File: config.mk
export PLATFORM = sky130hd
export DESIGN_NAME = nbg_ram
export DESIGN_NICKNAME = d
export VERILOG_FILES = /design/src/rtl/nbg_ram.sv
export SDC_FILE = /design/constraint.sdc
export NUM_CORES = 2
export LEC_CHECK = 0
export BUFFER_PORTS_ARGS = -buffer_cell sky130_fd_sc_hd__buf_2
export CAP_MARGIN = 20
export CORE_MARGIN = 4
export CORE_UTILIZATION = 57
export DETAILED_ROUTE_END_ITERATION = 16
export PLACE_DENSITY = 0.87
export SYNTH_ARGS = -nofsm -noshare
export SYNTH_HDL_FRONTEND = slang
export SYNTH_SLANG_ARGS = --single-unit
File: constraint.sdc
create_clock -name clk -period 3.25 [get_ports clk]
set_input_delay 0.325 -clock clk [delete_from_list [all_inputs] [get_ports clk]]
set_output_delay 0.325 -clock clk [all_outputs]
set_load 0.1 [all_outputs]
File: src/rtl/nbg_ram.sv
// Generic single-write, single-read RAM with registered read data.
`default_nettype none
module nbg_ram #(
  parameter int WIDTH = 32,
  parameter int DEPTH = 64
) (
  input  wire logic                     clk,
  input  wire logic                     we,
  input  wire logic [$clog2(DEPTH)-1:0] waddr,
  input  wire logic [WIDTH-1:0]         wdata,
  input  wire logic [$clog2(DEPTH)-1:0] raddr,
  output logic      [WIDTH-1:0]         rdata
);

  logic [WIDTH-1:0] mem [DEPTH];

  always_ff @(posedge clk) begin
    if (we) begin
      mem[waddr] <= wdata;
    end
    rdata <= mem[raddr];
  end

endmodule
`default_nettype wire

==> out/results.txt <==
Clk root buf -> clkbuf_16
Global Route Usage Sum -> 0.327
Final nets -> 3708
Largest fanout on the critical path -> 20
Status -> completed
Gr ovfl total -> 0
Post-synthesis cell area -> 78500 sq um
Detailed Route Iter0 Violations -> 8160
PortBufs -> 77
Final Cycle Share -> 0.824
Post-synth cell types -> 34
Setup crit start kind -> primary input
Area grow syn2layout -> 14.0%
CTS-repair resized insts -> 0
Syn nets -> 3370
Cell Area, Placed -> 82900 sq um
CP arrival -> 3.31 ns
Leak pwr -> 28.1 nW
Routed WL -> 233000 um
First-pass GRT wire length -> 324000 um
Die area -> 144000 sq um
Later-pin clock latency in the skew report -> 0.83 ns
Routed len/inst -> 41.6 um
I/O pin cnt -> 78
Finish-stage setup viols -> 0
Via density -> 7.33
Post-route ant nets -> 0
Critical path class -> primary input to register
Critical path data required time -> 3.88 ns
Die height -> 379 um
Share of cells above drive strength 1 -> 0.313
Final Hold Viols -> 0
CTS buffer count -> 187
Post-synth ARST share -> 0
Syn. warnings -> 0
Initial antenna violation count -> 15
Initial Util -> 0.577
DRC -> 0
Post-place setup slack -> -0.0354 ns
Normalized max-slew margin -> 0.172
Setup crit end kind -> register
PD cells -> 621 nW/um^2
Prevailing post-synth register cell -> edfxtp_1
Post-synthesis sequential area ratio -> 0.791
RSZ-0062 raised after global routing -> no
Cells after Synth -> 3324
Seq cells post-synth -> 2080
Via count -> 41100
Row Count -> 135
H-tree depth -> 4
Hold Crit Class -> primary input to register
Die X -> 379 um
Post-synth EDFFs -> 2048
Largest net degree at the start of global routing -> 65
Mapped Avg Cell Area -> 23.6 sq um
Setup slack after layout -> 0.571 ns
CTS tree -> built
Fin Clk Skew -> 0.0321 ns
Period minus WS final -> 2.68 ns
HPWL Detailed -> 119000 um
Num Clock Sinks -> 2080
Slew Viols, Final -> 0
Core area -> 136000 sq um
Vias in the first global route -> 42300
Fin area -> 89500 sq um
Clk buf depth -> 3
Worst slew pin tran -> 1.24 ns
CTS clk-pin slew, worst paths -> 0.07 ns
Largest vdd supply drop -> 0.554 mV
Max-cap violations -> 0
Final GP Congestion -> 0.846
Maximum clock frequency -> 373 MHz
Pre-antenna DRT Iters -> 8
## placed cells by master, fill, tap and decap left out, types with 17 or more instances in the layout
cell type	n
clkbuf_1	43
o22ai_1	84
clkinv_2	37
nor2_1	75
clkinv_1	38
mux4_2	544
nor2_4	62
buf_4	175
mux2i_1	93
clkbuf_16	190
buf_12	59
bufinv_16	17
dfxtp_1	32
o221ai_1	27
a21oi_1	62
buf_2	74
nand2_1	26
edfxtp_1	2048
dlygate4sd3_1	17
## critical path: stages
cell and delay (ns):
buf_8 0.31, buf_4 0.47, mux4_2 0.58, mux4_2 0.54
o22ai_1 0.89, nor2_1 0.16
## synthesized netlist by cell type, types with 5 or more instances
| master | instances | area share |
|---|---|---|
| buf_1 | 21 | 0.0010 |
| nor3_1 | 7 | 0.00045 |
| nand3_1 | 5 | 0.00032 |
| a311oi_1 | 8 | 0.00089 |
| edfxtp_1 | 2048 | 0.78 |
| clkbuf_1 | 74 | 0.0035 |
| mux2i_1 | 93 | 0.012 |
| mux4_2 | 544 | 0.16 |
| a21oi_1 | 62 | 0.0040 |
| buf_2 | 57 | 0.0036 |
| a22oi_1 | 12 | 0.0011 |
| dfxtp_1 | 32 | 0.0082 |
| buf_6 | 5 | 0.00072 |
| buf_4 | 25 | 0.0024 |
| nand3b_1 | 5 | 0.00048 |
| nor2_1 | 137 | 0.0065 |
| o22ai_1 | 84 | 0.0067 |
| o221ai_1 | 27 | 0.0030 |
| nor2b_1 | 15 | 0.0012 |
| nand2_1 | 26 | 0.0012 |
| nand2b_1 | 8 | 0.00064 |
## per-layer routing
layer | wire length (um) | vias to the layer above | global-route usage
met2 | 113000 | 4410 | 0.519
met3 | 33900 | 1014 | 0.0945
li1 | - | 14900 | -
met5 | 85 | - | 0
met1 | 69600 | 20800 | 0.406
met4 | 17100 | 12 | 0.194
## logic make-up after synthesis
logic type      Yosys count  share of synthesized area
flops                  2080                      0.791
simple gates            223                     0.0127
buf+inv                 182                     0.0113
compound gates          202                     0.0167
mux                     637                      0.168
## metrics by stage
stage	hold slack [ns]	util	std cells	total power, mW	TNS [ns]
final	0.0465	0.658	5611	55.6	0
after global routing	0.0200	0.657	5605	56.9	0
after global placement	0.830	0.609	5213	33.5	0
after floorplan	0.424	-	3324	32.2	0
after detailed placement	0.840	0.609	5214	33.6	-0.0354
after CTS	0.121	0.653	5564	55.4	0
## cell type report
class / instances / area, sq um
Tap cell: 1781 / 2230
Fill cell: 7781 / 46600
Timing Repair Buffer: 331 / 3160
Multi-Input combinational cell: 1062 / 16000
Sequential cell: 2080 / 62100
Clock inverter: 110 / 995
Antenna cell: 8 / 20.0
Clock buffer: 239 / 5000
## worst paths after layout
kind                            slack [ns]               endpoint  cells past startpoint                  from
worst max-delay path                  0.57       rdata[1]$_DFF_P_                      6              raddr[0]
worst min-delay path                  0.05  mem[42][29]$_DFFE_PP_                      1             wdata[29]
worst max register to register        0.59       rdata[1]$_DFF_P_                      4  mem[15][1]$_DFFE_PP_
worst min register to register        0.92       rdata[4]$_DFF_P_                      5  mem[13][4]$_DFFE_PP_
## report_power, final
part / switching [mW] / internal, mW / leakage [nW]
Clock: 9.98 / 12.2 / 2.93
Sequential: 0.144 / 29.7 / 18.7
Combinational: 2.35 / 1.15 / 6.52
Total: 12.5 / 43.1 / 28.1
## flip-flops by register name, summed over array words and instances, names as in the netlist
name and flops:
mem 2048, rdata 32
## timing repair
| action | in CTS | in global routing |
|---|---|---|
| hold buffers | 1 | 16 |
| hold endpoints to repair | 21 | 234 |
| buffers inserted | 0 | 0 |
No activity file was read; power rests on OpenSTA's default activity.
