File: src/rtl/nbg_pkg.sv
// Shared types, codes and saturation helpers for the 2D n-body step unit.
`default_nettype none
package nbg_pkg;

  localparam int PROD_W  = 97;
  localparam int DEN_W   = 66;
  localparam int MCAND_W = 64;
  localparam int MPLR_W  = 33;

  localparam logic [1:0] CMD_ADD   = 2'd0;
  localparam logic [1:0] CMD_CLEAR = 2'd1;
  localparam logic [1:0] CMD_STEP  = 2'd2;

  localparam logic [2:0] ST_ADDED     = 3'd0;
  localparam logic [2:0] ST_FULL      = 3'd1;
  localparam logic [2:0] ST_ZERO_MASS = 3'd2;
  localparam logic [2:0] ST_CLEARED   = 3'd3;
  localparam logic [2:0] ST_BODY      = 3'd4;

  localparam logic [15:0] COUPLING_RST = 16'd6554;

  localparam logic [62:0] TERM_CAP = 63'h4000_0000_0000_0000;
  localparam logic [62:0] DV_CAP   = 63'h0000_0100_0000_0000;

  typedef enum logic [3:0] {
    S_IDLE, S_RD_I, S_LAT_I, S_RD_J, S_LAT_J, S_RUN_GO, S_RUN_WAIT,
    S_FIN_I, S_WR_I, S_CM_RD, S_CM_WR
  } state_t;

  typedef enum logic [3:0] {
    OP_SQX, OP_SQY, OP_MM, OP_MC, OP_NX, OP_DX, OP_NY, OP_DY,
    OP_FX, OP_VX, OP_FY, OP_VY, OP_PX, OP_PY
  } op_t;

  typedef struct packed {
    logic start;
    logic is_div;
    logic cap_dv;
  } unit_req_t;

  function automatic logic [63:0] sat62_add(input logic signed [63:0] acc,
                                            input logic [62:0] mag, input logic neg);
    logic signed [64:0] m;
    logic signed [64:0] s;
    logic signed [64:0] hi;
    logic signed [64:0] lo;
    m  = signed'({2'b00, mag});
    hi = signed'({2'b00, TERM_CAP});
    lo = -hi;
    s  = {acc[63], acc} + (neg ? -m : m);
    if (s > hi) begin
      return hi[63:0];
    end else if (s < lo) begin
      return lo[63:0];
    end
    return s[63:0];
  endfunction

  function automatic logic [31:0] sat32_add(input logic signed [31:0] base,
                                            input logic [56:0] mag, input logic neg);
    logic signed [58:0] m;
    logic signed [58:0] s;
    m = signed'({2'b00, mag});
    s = {{27{base[31]}}, base} + (neg ? -m : m);
    if (s > 59'sd2147483647) begin
      return 32'h7fff_ffff;
    end else if (s < -59'sd2147483648) begin
      return 32'h8000_0000;
    end
    return s[31:0];
  endfunction

endpackage
`default_nettype wire

File: src/rtl/nbg_arith.sv
// Shared bit-serial multiplier and restoring divider with capped quotient.
`default_nettype none
module nbg_arith (
  input  wire logic                             clk,
  input  wire logic                             rst,
  input  wire nbg_pkg::unit_req_t               req,
  input  wire logic [nbg_pkg::PROD_W-1:0]       a,
  input  wire logic [nbg_pkg::DEN_W-1:0]        b,
  output logic                                  done,
  output logic      [nbg_pkg::PROD_W-1:0]       res
);

  localparam logic [6:0] MUL_STEPS = 7'(nbg_pkg::MPLR_W - 1);
  localparam logic [6:0] DIV_STEPS = 7'(nbg_pkg::PROD_W - 1);
  localparam int HI_W = nbg_pkg::PROD_W - nbg_pkg::MPLR_W;

  logic                         run;
  logic                         is_div;
  logic                         cap_dv;
  logic                         den_zero;
  logic [6:0]                   cnt;
  logic [nbg_pkg::DEN_W-1:0]    opnd;
  logic [nbg_pkg::PROD_W-1:0]   acc;
  logic [nbg_pkg::DEN_W-1:0]    rem;

  logic [HI_W:0]                msum;
  logic [nbg_pkg::DEN_W:0]      sh;
  logic [nbg_pkg::DEN_W:0]      diff;
  logic                         ge;
  logic [62:0]                  cap;

  assign msum = {1'b0, acc[nbg_pkg::PROD_W-1:nbg_pkg::MPLR_W]}
              + (acc[0] ? {1'b0, opnd[nbg_pkg::MCAND_W-1:0]} : '0);
  assign sh   = {rem, acc[nbg_pkg::PROD_W-1]};
  assign ge   = sh >= {1'b0, opnd};
  assign diff = sh - {1'b0, opnd};
  assign cap  = cap_dv ? nbg_pkg::DV_CAP : nbg_pkg::TERM_CAP;

  always_comb begin
    if (!is_div) begin
      res = acc;
    end else if (den_zero) begin
      res = '0;
    end else if (acc > nbg_pkg::PROD_W'(cap)) begin
      res = nbg_pkg::PROD_W'(cap);
    end else begin
      res = acc;
    end
  end

  always_ff @(posedge clk) begin
    if (rst) begin
      run  <= 1'b0;
      done <= 1'b0;
      cnt  <= '0;
    end else begin
      done <= 1'b0;
      if (req.start) begin
        run <= 1'b1;
        cnt <= req.is_div ? DIV_STEPS : MUL_STEPS;
      end else if (run) begin
        if (cnt == '0) begin
          run  <= 1'b0;
          done <= 1'b1;
        end else begin
          cnt <= cnt - 7'd1;
        end
      end
    end
  end

  always_ff @(posedge clk) begin
    if (req.start) begin
      is_div   <= req.is_div;
      cap_dv   <= req.cap_dv;
      den_zero <= (b == '0);
      rem      <= '0;
      if (req.is_div) begin
        opnd <= b;
        acc  <= a;
      end else begin
        opnd <= nbg_pkg::DEN_W'(a[nbg_pkg::MCAND_W-1:0]);
        acc  <= nbg_pkg::PROD_W'(b[nbg_pkg::MPLR_W-1:0]);
      end
    end else if (run) begin
      if (is_div) begin
        rem <= ge ? diff[nbg_pkg::DEN_W-1:0] : sh[nbg_pkg::DEN_W-1:0];
        acc <= {acc[nbg_pkg::PROD_W-2:0], ge};
      end else begin
        acc <= {msum, acc[nbg_pkg::MPLR_W-1:1]};
      end
    end
  end

  a_done_after_run: assert property (@(posedge clk) disable iff (rst)
    done |-> $past(run)) else $error("done without a running operation");
  a_start_idle: assert property (@(posedge clk) disable iff (rst)
    req.start |-> !run) else $error("start while unit busy");
  a_single_done: assert property (@(posedge clk) disable iff (rst)
    done |=> !done) else $error("done held longer than one cycle");

endmodule
`default_nettype wire

File: config.mk
export PLATFORM = sky130hd
export DESIGN_NAME = nbg_arith
export DESIGN_NICKNAME = d
export VERILOG_FILES = /design/src/rtl/nbg_pkg.sv /design/src/rtl/nbg_arith.sv
export SDC_FILE = /design/constraint.sdc
export NUM_CORES = 1
export LEC_CHECK = 0
export BUFFER_PORTS_ARGS = -buffer_cell sky130_fd_sc_hd__buf_4
export CAP_MARGIN = 20
export CORE_ASPECT_RATIO = 0.7
export CORE_UTILIZATION = 54
export DETAILED_ROUTE_END_ITERATION = 6
export PLACE_DENSITY = 0.78
export SYNTH_ARGS = -nofsm -noshare
export SYNTH_HDL_FRONTEND = slang
export SYNTH_SLANG_ARGS = --single-unit
File: constraint.sdc
create_clock -name clk -period 3.5 [get_ports clk]
set_input_delay 0.175 -clock clk [delete_from_list [all_inputs] [get_ports clk]]
set_output_delay 0.175 -clock clk [all_outputs]
set_load 0.05 [all_outputs]
==> metrics.txt <==
status=finished with violations; failing checks=hold timing, setup timing; global-route met2 utilization=between 60% and 70%; Crit path arrival time=4020 ps; ranking of synthesized cells by area=edfxtp_1 23%, ha_1 7.9%, dfxtp_1 7.1%, a21oi_1 6.2%, and2_1 5.0%; leakage power=approximately 14 nW; final setup fails=~200; critical path fanouts, max=7; Max Slew Vio Count=0; Worst-Skew Late Latency=590 ps; RD Place Congestion=1.05; peak supply drop=approximately 470 µV; PD cells=between 400 and 500 mW/mm²; share of layout cells above drive strength 1=37.8%; Mapped Cells=2561; DRC=0; post-layout util=roughly 85%; combinational group share of total power=50.4%; Initial Util=between 50% and 60%; area grow syn2layout=54.7%; Max H-tree Level=1; Yosys top cell by area=edfxtp_1; crit-path cells=ha_1, nor4b_4, nand4_1, nor3_2, a31oi_1, nor3_1, a21oi_2, or4_4, o21ai_4, buf_6, buf_12, buf_4, nand2_4, o21ai_2, buf_6; Fmax=roughly 0.24 GHz; slowest stage delay, CP=500 ps; DRT Wirelength=approximately 100000 µm; detailed-placement wirelength estimate=about 64000 µm; post-synth top area share=23.5%; GR Util met3=around 7.5%; Cell Area, Synth=approximately 0.021 mm²; worst clock skew=25.6 ps; die width=239 µm; Unique masters post-synth=92; Reg2Reg Setup Slack=-440 ps; critical path buffer and inverter count=4; crit share post-route=120%; Clock Tree Buf Depth=3; Nets=between 3000 and 4000; # IOs=around 270; top cells by count, synth=262 x a21oi_1, 198 x nor2_1, 183 x nand2_1; Worst R2R Start=acc[0]; Synth Register Bits=about 240; Startpoint Class=register; Sw Ratio=approximately 40%; Seq pwr share=a little over a quarter; CTS tree=yes; most numerous cell in the Yosys netlist=a21oi_1; full die area=~0.040 mm²; CTS Buf Count=28; drt via density=between 6 and 7; clock tree sinks=around 240; number of flops mapped to enable cells by yosys=166; GRT overflow=0; clock-pin slew on the worst setup and hold paths=around 60 ps; Int Pwr=approximately 8.7 mW; Fin Hold WS=-1.12 ps; Clock Root Buffer=clkbuf_16; P_sw=between 5 and 6 mW; Core ar.=roughly 0.039 mm²; clock power share=a little under a quarter; crit end category=output port; M1 GR Usage=between 50% and 60%; post-layout min period=4200 ps; asr flop ratio synth=0%; GRT Max-Usage Layer=met2; Hold Crit Start=a[45]; Hold Crit Endpoint=acc[45]; crit path kind=register to output port; Vias=25479; Worst path most repeated cell=buf_6; HP Class=input port to register; Worst Reg-to-Reg Cells=15; number of routed nets with antenna violations=0; Routed WL per cell=roughly 26 µm; syn_nets=around 2900; Worst path top cell family by delay=simple AND/OR/NAND/NOR gates; Post-synth top flop=edfxtp_1; Final Non-Filler Cells=3853; Avg Cell Area, Syn=between 8 and 9 µm²; first-pass GRT wire length=between 100000 and 150000 µm; number of cell rows=60; Critical Path RT=around 3300 ps; max_slew headroom=a little under two fifths; vias in the first global route=between 20000 and 25000; initial antenna violation count=6; largest net degree at the start of global routing=about 170; Synthesis Warnings=0; cell count after placement=roughly 3500; r2r endpoint=acc[93]; Worst Hold Depth=3; worst slew pin tran=about 940 ps; port bufs=between 200 and 300; register area share after synthesis=30.5%; final total power=~14 mW; Final Hold Vio Count=1; slowest CP cell=edfxtp_1; Iter 0 DRT Violations=3608; GRT Total Usage=around 44%; Setup TNS=-82960 ps; RSZ-0062 raised after global routing=yes; TritonRoute pass-1 iters=6; Die H=168 µm; max-cap viol count=0; Final WS setup=-700 ps
## cell type report
type,instances,area (µm²)
diodes,2,5.00
clock buffers,36,807
clock inverters,16,211
fillers,2075,5730
inverters,114,428
multi-input cells,2036,16100
flip-flops and latches,241,6490
well taps,527,659
repair buffers,881,8160
## through the flow
| step | setup WS [ps] | instance area [µm²] |
|---|---|---|
| after detailed placement | -652 | 25800 |
| after global routing | -735 | 32900 |
| after CTS | -577 | 30600 |
| after floorplan | 0.867 | 21200 |
| final | -700 | 32900 |
| after global placement | -662 | 25800 |
## layout by cell type (no fill, tap or decap), drive strengths merged, types with 53 or more instances in the layout
cell type / instances
nor2: 202
o21ai: 174
buf: 694
nand2: 183
a21o: 70
nor3: 76
a21oi: 268
dlygate4sd3: 177
mux2i: 53
mux2: 66
dfxtp: 75
inv: 116
ha: 134
a211oi: 94
edfxtp: 166
and2: 170
xnor2: 69
## metal layers
| layer | share of wire (%) | wire [µm] | up-vias |
|---|---|---|---|
| li1 | - | - | 10839 |
| met1 | 37 | 36800 | 11978 |
| met2 | 43 | 43000 | 2079 |
| met3 | 12 | 12000 | 581 |
| met4 | 8.1 | 8130 | 2 |
| met5 | 0.0090 | 9 | - |
## worst reg2reg max path, stage by stage, from the launching register on
cell and delay (ps):
edfxtp_1 500, buf_6 190, and2_4 180, ha_4 270, buf_6 110, nand2_4 60, o21bai_4 180, o211ai_4 130
a211oi_4 310, o41ai_4 150, o41a_1 530, o31a_4 350, nor4_4 250, a211oi_2 140, xor2_1 200, a21oi_1 100
## cell families after synthesis
family	Yosys count	share of synthesized area [%]
AND/OR/NAND/NOR	881	21.3
AO/OA/AOI/OAI	782	23.7
XOR/XNOR	118	4.87
buffers and inverters	284	5.53
adder cells (fa/ha/maj)	136	8.08
multiplexers	119	6.00
flip-flops	241	30.5
## state kept, by name, indices dropped and copies added (netlist names)
register / cells
done: 1
opnd: 66
run: 1
cnt: 7
rem: 66
den_zero: 1
cap_dv: 1
is_div: 1
acc: 97
## worst max-delay path by stage
stage / from / to / slack, ps / cells after the start
2_1_floorplan: acc[0] / acc[84] / 0.9 / 16
3_3_place_gp: acc[40] / res[0] / -660 / 14
3_5_place_dp: acc[40] / res[0] / -650 / 14
4_1_cts: cap_dv / res[40] / -580 / 14
5_1_grt: cap_dv / res[95] / -730 / 13
6_report: cap_dv / res[40] / -700 / 15
## power by group through the flow
stage | registers, mW | clock network (mW) | logic (mW)
6_report | 3.88 | 3.31 | 7.30
5_1_grt | 3.88 | 3.38 | 7.62
4_1_cts | 3.82 | 3.28 | 6.16
3_5_place_dp | 3.85 | 0 | 5.28
3_3_place_gp | 3.84 | 0 | 5.18
2_1_floorplan | 3.67 | 0 | 3.28
## timing repair
| item | 4_1_cts | 5_1_grt |
|---|---|---|
| setup buffers | 41 | 52 |
| pin swaps | 106 | 185 |
| hold endpoints to repair | 143 | 0 |
| setup endpoints to repair | 152 | 207 |
| hold buffers | 177 | 0 |
| gates cloned | 3 | 14 |
| gates resized for setup | 352 | 378 |
Power figures use the tool's default switching activity.
